$ cat src/fra_pkg.sv
// fra_pkg: shared constants and types for the fraction arithmetic unit.
// No dependencies.
`default_nettype none
package fra_pkg;
    localparam int OpBits  = 16;
    localparam int ProdBits = 2 * OpBits;
    localparam int SumBits  = ProdBits + 1;
    localparam int NumBits  = 32;
    localparam int DenBits  = 31;
    localparam int CmdBits  = 2;
    localparam int QDepth   = 2;

    localparam logic [CmdBits-1:0] CMD_ADD = 2'd0;
    localparam logic [CmdBits-1:0] CMD_SUB = 2'd1;
    localparam logic [CmdBits-1:0] CMD_MUL = 2'd2;
    localparam logic [CmdBits-1:0] CMD_DIV = 2'd3;

    // job handed from front to back
    typedef struct packed {
        logic signed [SumBits-1:0]  num;
        logic signed [ProdBits-1:0] den;
    } fra_job_t;
endpackage
`default_nettype wire

$ cat src/fra_front.sv
// fra_front: takes an input word, registers the operand products, then forms the job.
// Depends on fra_pkg.
`default_nettype none
module fra_front (
    input  wire logic                          aclk,
    input  wire logic                          aresetn,
    input  wire logic                          in_valid,
    output logic                               in_ready,
    input  wire logic [fra_pkg::CmdBits-1:0]   cmd,
    input  wire logic signed [fra_pkg::OpBits-1:0] an,
    input  wire logic signed [fra_pkg::OpBits-1:0] ad,
    input  wire logic signed [fra_pkg::OpBits-1:0] bn,
    input  wire logic signed [fra_pkg::OpBits-1:0] bd,
    output logic                               job_valid,
    input  wire logic                          job_ready,
    output fra_pkg::fra_job_t                  job
);
    import fra_pkg::*;

    logic                       busy_reg, busy_next;
    logic                       done_reg, done_next;
    logic [CmdBits-1:0]         cmd_reg;
    logic signed [ProdBits-1:0] p0_reg, p1_reg, p2_reg;
    logic signed [OpBits-1:0]   m0a, m0b, m1a, m1b;
    fra_job_t                   job_reg, job_next;

    assign in_ready  = !busy_reg && !done_reg;
    assign job_valid = done_reg;
    assign job       = job_reg;

    // one multiplier per product; register after each
    always_comb begin
        m0a = an; m0b = bd; m1a = bn; m1b = ad;
        case (cmd)
            CMD_MUL: begin m0b = bn; m1a = ad; m1b = bd; end
            CMD_DIV: begin m1a = ad; m1b = bn; end
            default: ;
        endcase
    end

    always_comb begin
        busy_next = busy_reg;
        done_next = done_reg;
        job_next  = job_reg;
        if (in_valid && in_ready) busy_next = 1'b1;
        if (busy_reg) begin
            busy_next = 1'b0;
            done_next = 1'b1;
            case (cmd_reg)
                CMD_ADD: begin
                    job_next.num = SumBits'(p0_reg) + SumBits'(p1_reg);
                    job_next.den = p2_reg;
                end
                CMD_SUB: begin
                    job_next.num = SumBits'(p0_reg) - SumBits'(p1_reg);
                    job_next.den = p2_reg;
                end
                CMD_MUL: begin
                    job_next.num = SumBits'(p0_reg);
                    job_next.den = p1_reg;
                end
                default: begin
                    job_next.num = SumBits'(p0_reg);
                    job_next.den = p1_reg;
                end
            endcase
        end
        if (done_reg && job_ready) done_next = 1'b0;
    end

    always_ff @(posedge aclk) begin
        if (!aresetn) begin
            busy_reg <= 1'b0;
            done_reg <= 1'b0;
        end else begin
            busy_reg <= busy_next;
            done_reg <= done_next;
        end
        job_reg <= job_next;
        if (in_valid && in_ready) begin
            cmd_reg <= cmd;
            p0_reg  <= m0a * m0b;
            p1_reg  <= m1a * m1b;
            p2_reg  <= ad * bd;
        end
    end
endmodule
`default_nettype wire

$ cat src/fra_queue.sv
// fra_queue: short FIFO between front and back.
// Depends on fra_pkg.
`default_nettype none
module fra_queue (
    input  wire logic              aclk,
    input  wire logic              aresetn,
    input  wire logic              wr_valid,
    output logic                   wr_ready,
    input  wire fra_pkg::fra_job_t wr_data,
    output logic                   rd_valid,
    input  wire logic              rd_ready,
    output fra_pkg::fra_job_t      rd_data
);
    import fra_pkg::*;
    localparam int PtrBits = $clog2(QDepth);

    fra_job_t           mem_reg [QDepth];
    logic [PtrBits-1:0] wp_reg, rp_reg;
    logic [PtrBits:0]   cnt_reg;
    logic               wr_en, rd_en;

    assign wr_ready = cnt_reg != (PtrBits+1)'(QDepth);
    assign rd_valid = cnt_reg != '0;
    assign rd_data  = mem_reg[rp_reg];
    assign wr_en    = wr_valid && wr_ready;
    assign rd_en    = rd_valid && rd_ready;

    always_ff @(posedge aclk) begin
        if (!aresetn) begin
            wp_reg  <= '0;
            rp_reg  <= '0;
            cnt_reg <= '0;
        end else begin
            if (wr_en) wp_reg <= wp_reg + 1'b1;
            if (rd_en) rp_reg <= rp_reg + 1'b1;
            cnt_reg <= cnt_reg + (PtrBits+1)'(wr_en) - (PtrBits+1)'(rd_en);
        end
        if (wr_en) mem_reg[wp_reg] <= wr_data;
    end
endmodule
`default_nettype wire

$ cat src/fra_back.sv
// fra_back: binary GCD, then two restoring divisions; output register.
// Depends on fra_pkg. A zero numerator or denominator skips the GCD and divisions.
`default_nettype none
module fra_back (
    input  wire logic                        aclk,
    input  wire logic                        aresetn,
    input  wire logic                        job_valid,
    output logic                             job_ready,
    input  wire fra_pkg::fra_job_t           job,
    output logic                             out_valid,
    input  wire logic                        out_ready,
    output logic [fra_pkg::NumBits-1:0]      out_num,
    output logic [fra_pkg::DenBits-1:0]      out_den
);
    import fra_pkg::*;
    localparam int W  = SumBits;
    localparam int CB = $clog2(W + 1);

    localparam logic [2:0] ST_IDLE = 3'd0;
    localparam logic [2:0] ST_SHF  = 3'd1;
    localparam logic [2:0] ST_GCD  = 3'd2;
    localparam logic [2:0] ST_DIV  = 3'd3;
    localparam logic [2:0] ST_OUT  = 3'd4;

    logic [2:0]    st_reg, st_next;
    logic [W-1:0]  a_reg, a_next, b_reg, b_next;
    logic [CB-1:0] sh_reg, sh_next;
    logic [W-1:0]  g_reg, g_next;
    logic [W-1:0]  nm_reg, nm_next, dm_reg, dm_next;
    logic          nneg_reg, nneg_next, dneg_reg, dneg_next;
    logic          sel_reg, sel_next;
    logic [CB-1:0] bit_reg, bit_next;
    logic [W-1:0]  rem_reg, rem_next, q_reg, q_next;
    logic [W-1:0]  nq_reg, nq_next;
    logic [NumBits-1:0] on_reg, on_next;
    logic [DenBits-1:0] od_reg, od_next;
    logic [W-1:0]  jn, jd, rsh, dq;

    assign job_ready = st_reg == ST_IDLE;
    assign out_valid = st_reg == ST_OUT;
    assign out_num   = on_reg;
    assign out_den   = od_reg;

    always_comb begin
        jn = job.num;
        jd = W'(job.den);
        st_next = st_reg; a_next = a_reg; b_next = b_reg; sh_next = sh_reg;
        g_next = g_reg; nm_next = nm_reg; dm_next = dm_reg;
        nneg_next = nneg_reg; dneg_next = dneg_reg; sel_next = sel_reg;
        bit_next = bit_reg; rem_next = rem_reg; q_next = q_reg; nq_next = nq_reg;
        on_next = on_reg; od_next = od_reg;
        rsh = '0; dq = '0;
        case (st_reg)
            ST_IDLE: begin
                if (job_valid) begin
                    nneg_next = jn[W-1];
                    dneg_next = jd[W-1];
                    nm_next = jn[W-1] ? -jn : jn;
                    dm_next = jd[W-1] ? -jd : jd;
                    a_next = nm_next; b_next = dm_next; sh_next = '0;
                    if (jn == '0 || jd == '0) begin
                        on_next = NumBits'(jn);
                        od_next = DenBits'(jd);
                        st_next = ST_OUT;
                    end else st_next = ST_SHF;
                end
            end
            ST_SHF: begin
                if (a_reg[0] | b_reg[0]) begin
                    st_next = ST_GCD;
                end else begin
                    a_next = a_reg >> 1; b_next = b_reg >> 1;
                    sh_next = sh_reg + 1'b1;
                end
            end
            ST_GCD: begin
                // one strip or compare-subtract per cycle
                if (!a_reg[0]) a_next = a_reg >> 1;
                else if (b_reg == '0) begin
                    g_next = a_reg << sh_reg;
                    sel_next = 1'b0;
                    bit_next = CB'(W);
                    rem_next = '0; q_next = '0;
                    st_next = ST_DIV;
                end else if (!b_reg[0]) b_next = b_reg >> 1;
                else if (a_reg > b_reg) begin
                    a_next = b_reg; b_next = a_reg - b_reg;
                end else b_next = b_reg - a_reg;
            end
            ST_DIV: begin
                // restoring division, one quotient bit per cycle
                dq = sel_reg ? dm_reg : nm_reg;
                rsh = {rem_reg[W-2:0], dq[bit_reg - 1'b1]};
                if (rsh >= g_reg) begin
                    rem_next = rsh - g_reg;
                    q_next = {q_reg[W-2:0], 1'b1};
                end else begin
                    rem_next = rsh;
                    q_next = {q_reg[W-2:0], 1'b0};
                end
                bit_next = bit_reg - 1'b1;
                if (bit_reg == CB'(1)) begin
                    if (!sel_reg) begin
                        nq_next = nneg_reg ? -q_next : q_next;
                        sel_next = 1'b1; bit_next = CB'(W);
                        rem_next = '0; q_next = '0;
                    end else begin
                        on_next = NumBits'(nq_reg);
                        od_next = DenBits'(dneg_reg ? -q_next : q_next);
                        st_next = ST_OUT;
                    end
                end
            end
            ST_OUT: if (out_ready) st_next = ST_IDLE;
            default: st_next = ST_IDLE;
        endcase
    end

    always_ff @(posedge aclk) begin
        if (!aresetn) st_reg <= ST_IDLE;
        else st_reg <= st_next;
        a_reg <= a_next; b_reg <= b_next; sh_reg <= sh_next; g_reg <= g_next;
        nm_reg <= nm_next; dm_reg <= dm_next; nneg_reg <= nneg_next;
        dneg_reg <= dneg_next; sel_reg <= sel_next; bit_reg <= bit_next;
        rem_reg <= rem_next; q_reg <= q_next; nq_reg <= nq_next;
        on_reg <= on_next; od_reg <= od_next;
    end
endmodule
`default_nettype wire

$ cat src/fraction_arith_reduce_unit.sv
// fraction_arith_reduce_unit: rational add/sub/mul/div with GCD reduction.
// Front forms products, a 2-entry queue, back runs binary GCD (one step
// per cycle) then two restoring divisions; one word in the back at a time.
// Zero numerator or denominator skips reduction.
// Synchronous active-low reset clears all control state. Uses fra_pkg.
`default_nettype none
module fraction_arith_reduce_unit (
    input  wire logic        aclk,
    input  wire logic        aresetn,
    input  wire logic        s_tvalid,
    output logic             s_tready,
    // command[1:0], a_num[17:2], a_den[33:18], b_num[49:34], b_den[65:50]
    input  wire logic [71:0] s_tdata,
    output logic             m_tvalid,
    input  wire logic        m_tready,
    // res_num[31:0], res_den[62:32]
    output logic [63:0]      m_tdata
);
    import fra_pkg::*;

    logic     fj_valid, fj_ready, qj_valid, qj_ready;
    fra_job_t fj, qj;
    logic [NumBits-1:0] rn;
    logic [DenBits-1:0] rd;

    fra_front u_front (
        .aclk(aclk), .aresetn(aresetn),
        .in_valid(s_tvalid), .in_ready(s_tready),
        .cmd(s_tdata[1:0]), .an(s_tdata[17:2]), .ad(s_tdata[33:18]),
        .bn(s_tdata[49:34]), .bd(s_tdata[65:50]),
        .job_valid(fj_valid), .job_ready(fj_ready), .job(fj)
    );

    fra_queue u_queue (
        .aclk(aclk), .aresetn(aresetn),
        .wr_valid(fj_valid), .wr_ready(fj_ready), .wr_data(fj),
        .rd_valid(qj_valid), .rd_ready(qj_ready), .rd_data(qj)
    );

    fra_back u_back (
        .aclk(aclk), .aresetn(aresetn),
        .job_valid(qj_valid), .job_ready(qj_ready), .job(qj),
        .out_valid(m_tvalid), .out_ready(m_tready),
        .out_num(rn), .out_den(rd)
    );

    assign m_tdata = {1'b0, rd, rn};
endmodule
`default_nettype wire
$ cat config.mk
export PLATFORM = sky130hd
export DESIGN_NAME = fraction_arith_reduce_unit
export DESIGN_NICKNAME = d
export VERILOG_FILES = /design/src/fra_pkg.sv /design/src/fra_front.sv /design/src/fra_queue.sv /design/src/fra_back.sv /design/src/fraction_arith_reduce_unit.sv
export SDC_FILE = /design/constraint.sdc
export NUM_CORES = 2
export LEC_CHECK = 0
export BUFFER_PORTS_ARGS = -buffer_cell sky130_fd_sc_hd__buf_2
export CORE_MARGIN = 5
export CORE_UTILIZATION = 45
export CTS_CLUSTER_SIZE = 12
export DETAILED_ROUTE_END_ITERATION = 12
export SYNTH_ARGS = -nofsm -noshare
export SYNTH_HDL_FRONTEND = slang
export SYNTH_SLANG_ARGS = --single-unit
$ cat constraint.sdc
create_clock -name aclk -period 8.9 [get_ports aclk]
set_input_delay 0.89 -clock aclk [delete_from_list [all_inputs] [get_ports aclk]]
set_output_delay 0.89 -clock aclk [all_outputs]
set_load 0.02 [all_outputs]
After elaboration in Yosys (flattened, before gate mapping)
Memory sizes are Yosys's and may differ from the RTL's. A register that Yosys moved wholly into a read port is not among the register bits.
Index checks and enable logic that the tools add are counted.
{"block": "op_classes", "shift": 1, "reduce_logical": 31, "mul": 3, "n_lt_le_gt_ge": 3, "n_mux": 72, "addsub": 14, "bitwise_logic": 3, "eq_ne": 22}
{"operator": "$mux 33", "count": 15}
{"operator": "$mux 32", "count": 11}
{"operator": "$mux 31", "count": 7}
{"operator": "$pmux 33 s3", "count": 2}
{"operator": "$pmux 65 s2", "count": 1}
{"operator": "$pmux 32 s2", "count": 2}
{"operator": "$pmux 31 s2", "count": 2}
{"operator": "$logic_not 33->1", "count": 3}
{"operator": "$mul 16x16->32", "count": 3}
{"operator": "$neg 33->33", "count": 2}
{"operator": "$sub 33x33->33", "count": 2}
{"operator": "$mux 6", "count": 6}
{"operator": "$add 32x32->33", "count": 1}
{"operator": "$ge 33x33->1", "count": 1}
{"operator": "$gt 33x33->1", "count": 1}
{"operator": "$shl 33x6->33", "count": 1}
{"operator": "$sub 32x32->33", "count": 1}
{"operator": "$mux 16", "count": 2}
{"operator": "$neg 32->32", "count": 1}
{"operator": "$pmux 16 s2", "count": 1}
{"operator": "$sub 32x32->32", "count": 1}
{"operator": "$mux 3", "count": 8}
{"operator": "$pmux 6 s2", "count": 2}
{"operator": "$ne 2x1->1 const B", "count": 8}
{"operator": "other kinds (34)", "count": 65}
{"block": "word_totals", "n_memories": 1, "input_bits": 76, "output_inout_bits": 66, "register_bits": 510, "word_cells": 178, "ramBits": 130}
{"name": "u_queue.mem_reg", "depth": 2, "width": 65, "read_ports": 1, "rd_clocked_by_memory_dff": 1, "wr": 1, "line_no": "fra_queue.sv:17", "text": "fra_job_t mem_reg [QDepth];"}

Depth between registers and ports, before layout
{"block": "logic_depth", "ltp_word": 11, "depth_mapped": 30, "depth_no_buf": 28}

Modules after synthesis
Synthesis repeated with hierarchy kept, for this count alone.
{"block": "hier_totals", "cells_unflattened": 6634, "hier_area_um2": 66319.9}
{"mod": "fra_front", "n_inst": 1, "seq_area_each_um2": 4934.7, "cells_each": 4006, "area_each_um2": 38072.8}
{"mod": "fra_back", "n_inst": 1, "seq_area_each_um2": 10209.8, "cells_each": 2395, "area_each_um2": 23080.9}
{"mod": "fra_queue", "n_inst": 1, "seq_area_each_um2": 4003.8, "cells_each": 231, "area_each_um2": 5154.9}
{"mod": "fraction_arith_reduce_unit", "n_inst": 1, "seq_area_each_um2": 0.0, "cells_each": 2, "area_each_um2": 11.3}

Worst setup path after synthesis
OpenSTA, ideal clock, no wires.
{"block": "synth_timing", "kind": "register to register", "startpoint": "register u_back.st_reg[0]", "endpoint": "register u_back.od_reg[0] (netlist: u_back.out_den[0]) (enable)", "arrival_time_ps": 8431, "period_less_slack_ps": 8994, "n_path_buf": 1, "setup_slack_ps": -94, "setup_ps": 564, "t_required_ps": 8336, "stages_incl_launch_ff": 6, "cell_sequence": "dfxtp_1 > clkbuf_1 > or3_1 > nor2_1 > nor2_1 > nor3_1"}
{"block": "synth_between", "elab_chain_cells": 3, "word_cells_on_any_way": 8, "classes_between": "eq/ne (5); reduce/logical (3)"}
{"item": "start, declared", "line_no": "fra_back.sv:25", "text": "logic [2:0] st_reg, st_next;"}
{"item": "start signal, assigned", "line_no": "fra_back.sv:121", "text": "else st_reg <= st_next;"}
{"item": "$eq 3x2->1 or $logic_not 3->1 (tied branches)", "line_no": "fra_back.sv:53", "text": "case (st_reg)"}
{"item": "$ne 2x1->1 (no source line) or $reduce_bool 2->1 (tied branches)"}
{"item": "$reduce_and 5->1 (no source line) *"}
{"item": "end signal, assigned", "line_no": "fra_back.sv:126", "text": "on_reg <= on_next; od_reg <= od_next;"}
{"item": "end, declared", "line_no": "fra_back.sv:36", "text": "logic [DenBits-1:0] od_reg, od_next;"}
Mark *: on every way between the ends. The rest lies on a longest branch, timed or not.
A chain may end at the register's enable or synchronous reset.

Worst setup path after layout
{"block": "layout_timing", "startpoint": "register u_back.sel_reg", "endpoint": "register u_back.od_reg[24] (netlist: u_back.out_den[24]), data pin"}
{"block": "layout_between", "elab_chain_cells": 11}
{"item": "start, declared", "line_no": "fra_back.sv:31", "text": "logic sel_reg, sel_next;"}
{"item": "start signal, assigned", "line_no": "fra_back.sv:124", "text": "dneg_reg <= dneg_next; sel_reg <= sel_next; bit_reg <= bit_next;"}
{"item": "$mux 33", "line_no": "fra_back.sv:92", "text": "dq = sel_reg ? dm_reg : nm_reg;"}
{"item": "$bmux 1 s6", "line_no": "fra_back.sv:93", "text": "rsh = {rem_reg[W-2:0], dq[bit_reg - 1'b1]};"}
{"item": "$mux 1 (not written as such)", "line_no": "fra_back.sv:93"}
{"item": "$ge 33x33->1", "line_no": "fra_back.sv:94", "text": "if (rsh >= g_reg) begin"}
{"item": "$mux 1", "line_no": "fra_back.sv:94"}
{"item": "$mux 32", "line_no": "fra_back.sv:53"}
{"item": "$neg 32->32"}
{"item": "$mux 31", "line_no": "fra_back.sv:109", "text": "od_next = DenBits'(dneg_reg ? -q_next : q_next);"}
{"item": "$mux 31", "line_no": "fra_back.sv:103", "text": "if (!sel_reg) begin"}
{"item": "$mux 31", "line_no": "fra_back.sv:102", "text": "if (bit_reg == CB'(1)) begin"}
{"item": "$pmux 31 s2", "line_no": "fra_back.sv:53"}
{"item": "named net u_back.od_next[24]", "line_no": "fra_back.sv:36"}
The timed path passes the listed nets, and every way through them passes these cells. The select of a mux whose other input is x is not followed.

==> out/qor.txt <==
Worst EP arrival - 8.32 ns
HPWL Detailed - 143,000 um
Vias in the first global route - 48,200
Worst R2R Start - u_back.sel_reg
Syn avg cell area - 10.2 sq um
DRC viols - 0
IO Port Bufs - 134
Outcome - finished clean
Skew-Pair Late Insertion Delay - 0.65 ns
Leading area contributor after synthesis - edfxtp_1
CTS Buf Count - 76
Total Routing Usage GR - 0.236
GR Overflow Total - 0
Area Overhead vs Synth - 7.80%
CTS tree - built
Critical Path RT - 9.23 ns
Total wire length - 179,000 um
Clk slew on worst S/H paths - 0.05 ns
Post-layout minimum cycle time - 7.99 ns
Fill cell count - 13,500
Synthesized flop and latch total - 641
Initial Util - 0.452
Largest net degree at the start of global routing - 93
Placer Congestion - 0.974
RR Endpoint - u_back.out_den[24]
Final ANT Viol Nets - 0
Tightest Pin Transition - 1.21 ns
Max-slew violations - 0
IO Count - 142
Post-synth cell types - 93
CP Max Fanout - 23
Die Ht - 392 um
Synth Instances - 6,471
DR iter-0 viols - 3,622
Period utilization - 0.898
Internal reg-to-reg setup slack - 0.91 ns
Post-synth top area share - 0.288
Row count - 140
CORE AREA - 145,000 sq um
Htree depth - 3
Hold-fix buffers, CTS - 0
Die Area - 154,000 sq um
Drt wl/cell - 21.1 um
Slew headroom - 0.193
Synth top cells by count - 1,037 x inv_1, 790 x fa_1, 631 x edfxtp_1
Number of cells on the worst reg-to-reg path - 26
Most common cell in the netlist - inv_1
Clock Tree Buf Depth - 3
Worst Hold Launch - u_front.job[55]
Clock Skew - 0.0389 ns
Kind of start point of the critical path - register
Clock Sinks - 641
First-pass GRT wire length - 281,000 um
CP startpoint - u_back.sel_reg
Predominant post-synthesis flop cell - edfxtp_1
RSZ-0062 raised after global routing - false
Hold crit path type - register to register
1st-pass router iterations - 7
Initial antenna violation count - 12
Seq/Total Area, Yosys - 0.291
Mapped cell area - 65,700 sq um
Worst Hold Depth - 0
Vias - 46,300
Flip-flop count of the largest register after layout - 130
Post-CTS Resized - 0
Final setup TNS - 0 ns
Crit path kind - register to register
Post-CTS Setup Inserts - 0
Die W - 392 um
Max Freq - 125 MHz
EDFF count, synth - 631
Warnings, synthesis - 0
Share of cells above drive strength 1 - 0.0817
Final Hold Fails - 0
Synth top area cells - edfxtp_1 29%, fa_1 24%, ha_1 7.3%, inv_1 5.9%, nand2_1 3.5%
Nets - 7,744
Root buffer cell - clkbuf_16
Max Cap Viol - 0
Async set-reset flop share out of synthesis - 0
Setup Viol. Count Final - 0
Worst setup EP type - register
WHS Endpoint - u_queue.mem_reg[1][55]
Vias per Instance - 5.46
==> metrics by stage <==
step,worst slack (ns),hold slack [ns],util,instance area [sq um],std cells
after floorplan,0.859,0.421,-,65700,6472
after global placement,0.647,0.423,0.470,68400,8331
after detailed placement,0.509,0.433,0.470,68400,8331
after CTS,1.02,0.437,0.487,70800,8466
after global routing,0.460,0.442,0.487,70900,8474
final,0.911,0.436,0.487,70900,8474
==> cell families (layout without fill, tap and decap cells) <==
logic type / Yosys count / in the layout / synth area share
AOI/OAI and AO/OA: 945 / 945 / 0.0921
xor gates and xnor gates: 350 / 350 / 0.0466
adders and majority gates: 1176 / 1176 / 0.314
buffers and inverters: 1315 / 1392 / 0.0764
DFF: 641 / 641 / 0.291
muxes: 292 / 292 / 0.0550
other: 1 / 10 / 0.0000571
and+or+nand+nor: 1751 / 1751 / 0.124
==> layer usage <==
| layer | up-vias | share of wire | track usage |
|---|---|---|---|
| li1 | 21400 | - | - |
| met1 | 23300 | 0.41 | 0.304 |
| met2 | 1306 | 0.49 | 0.403 |
| met3 | 326 | 0.050 | 0.0274 |
| met4 | 4 | 0.052 | 0.107 |
| met5 | - | 0.00012 | 0 |
==> how the worst max path moves through the flow <==
stage / to / slack [ns] / cells after the start
after floorplan: u_front.p1_reg[30] / 0.86 / 28
after global placement: u_front.p1_reg[31] / 0.65 / 22
after detailed placement: u_front.p1_reg[31] / 0.51 / 22
after CTS: u_back.out_den[24] / 1.02 / 26
after global routing: u_front.p1_reg[31] / 0.46 / 22
final: u_back.out_den[24] / 0.91 / 26
==> final cells by class <==
class,instances,area (sq um),share of cell area
Sequential cell,641,19200,0.270
Inverter,1041,3910,0.0551
Antenna cell,8,20.0,0.000283
Tap cell,1917,2400,0.0338
Clock inverter,39,434,0.00613
Multi-Input combinational cell,4516,41600,0.588
Clock buffer,96,2020,0.0285
Timing Repair Buffer,216,1290,0.0182
==> cells in the final DEF, fill, tap and decap left out, types with 15 or more instances in the layout <==
| master | count |
|---|---|
| nor3b_1 | 20 |
| o21a_1 | 30 |
| clkbuf_1 | 17 |
| a211oi_1 | 47 |
| nand2b_1 | 57 |
| a31oi_1 | 21 |
| clkbuf_16 | 77 |
| a21o_1 | 82 |
| nand4_1 | 24 |
| o21bai_1 | 35 |
| nand2_1 | 616 |
| xnor2_1 | 229 |
| or2_2 | 34 |
| nor2b_1 | 40 |
| nand3_1 | 45 |
| o21ai_0 | 190 |
| ha_1 | 386 |
| a221o_1 | 31 |
| fa_1 | 790 |
| nor3_1 | 92 |
| inv_1 | 1037 |
| nor2_1 | 473 |
| clkinv_1 | 15 |
| a22oi_1 | 32 |
| o31ai_1 | 36 |
| and2_1 | 243 |
| buf_4 | 82 |
| or3_1 | 26 |
| edfxtp_1 | 631 |
| a21oi_1 | 298 |
| mux2i_1 | 163 |
| xor2_1 | 121 |
| o211ai_1 | 17 |
| mux2_2 | 80 |
| mux4_2 | 47 |
| nor4_1 | 20 |
| buf_2 | 134 |
==> worst max-delay path, cell delays in order (launching register included) <==
cell	delay, ns
edfxtp_1	0.32
buf_4	0.38
mux4_2	0.60
mux4_2	0.52
mux4_2	0.50
a22oi_1	0.44
ha_1	0.27
nor2b_1	0.06
o21a_1	0.19
o21ai_0	0.24
a2111oi_0	0.22
o21ai_0	0.38
a21oi_1	0.13
nor3b_1	0.36
o21ai_4	0.10
clkinv_1	0.10
ha_1	0.24
nand2_2	0.10
or3_4	0.36
or3_4	0.36
or4_4	0.47
nor4_4	0.27
nand2_1	0.12
nand2_1	0.09
xnor2_1	0.14
nor2_1	0.11
a21oi_1	0.57
Power is left out: the tool's default activity adds up to more than one toggle a clock period on the data nets, which glitch-free logic cannot reach.
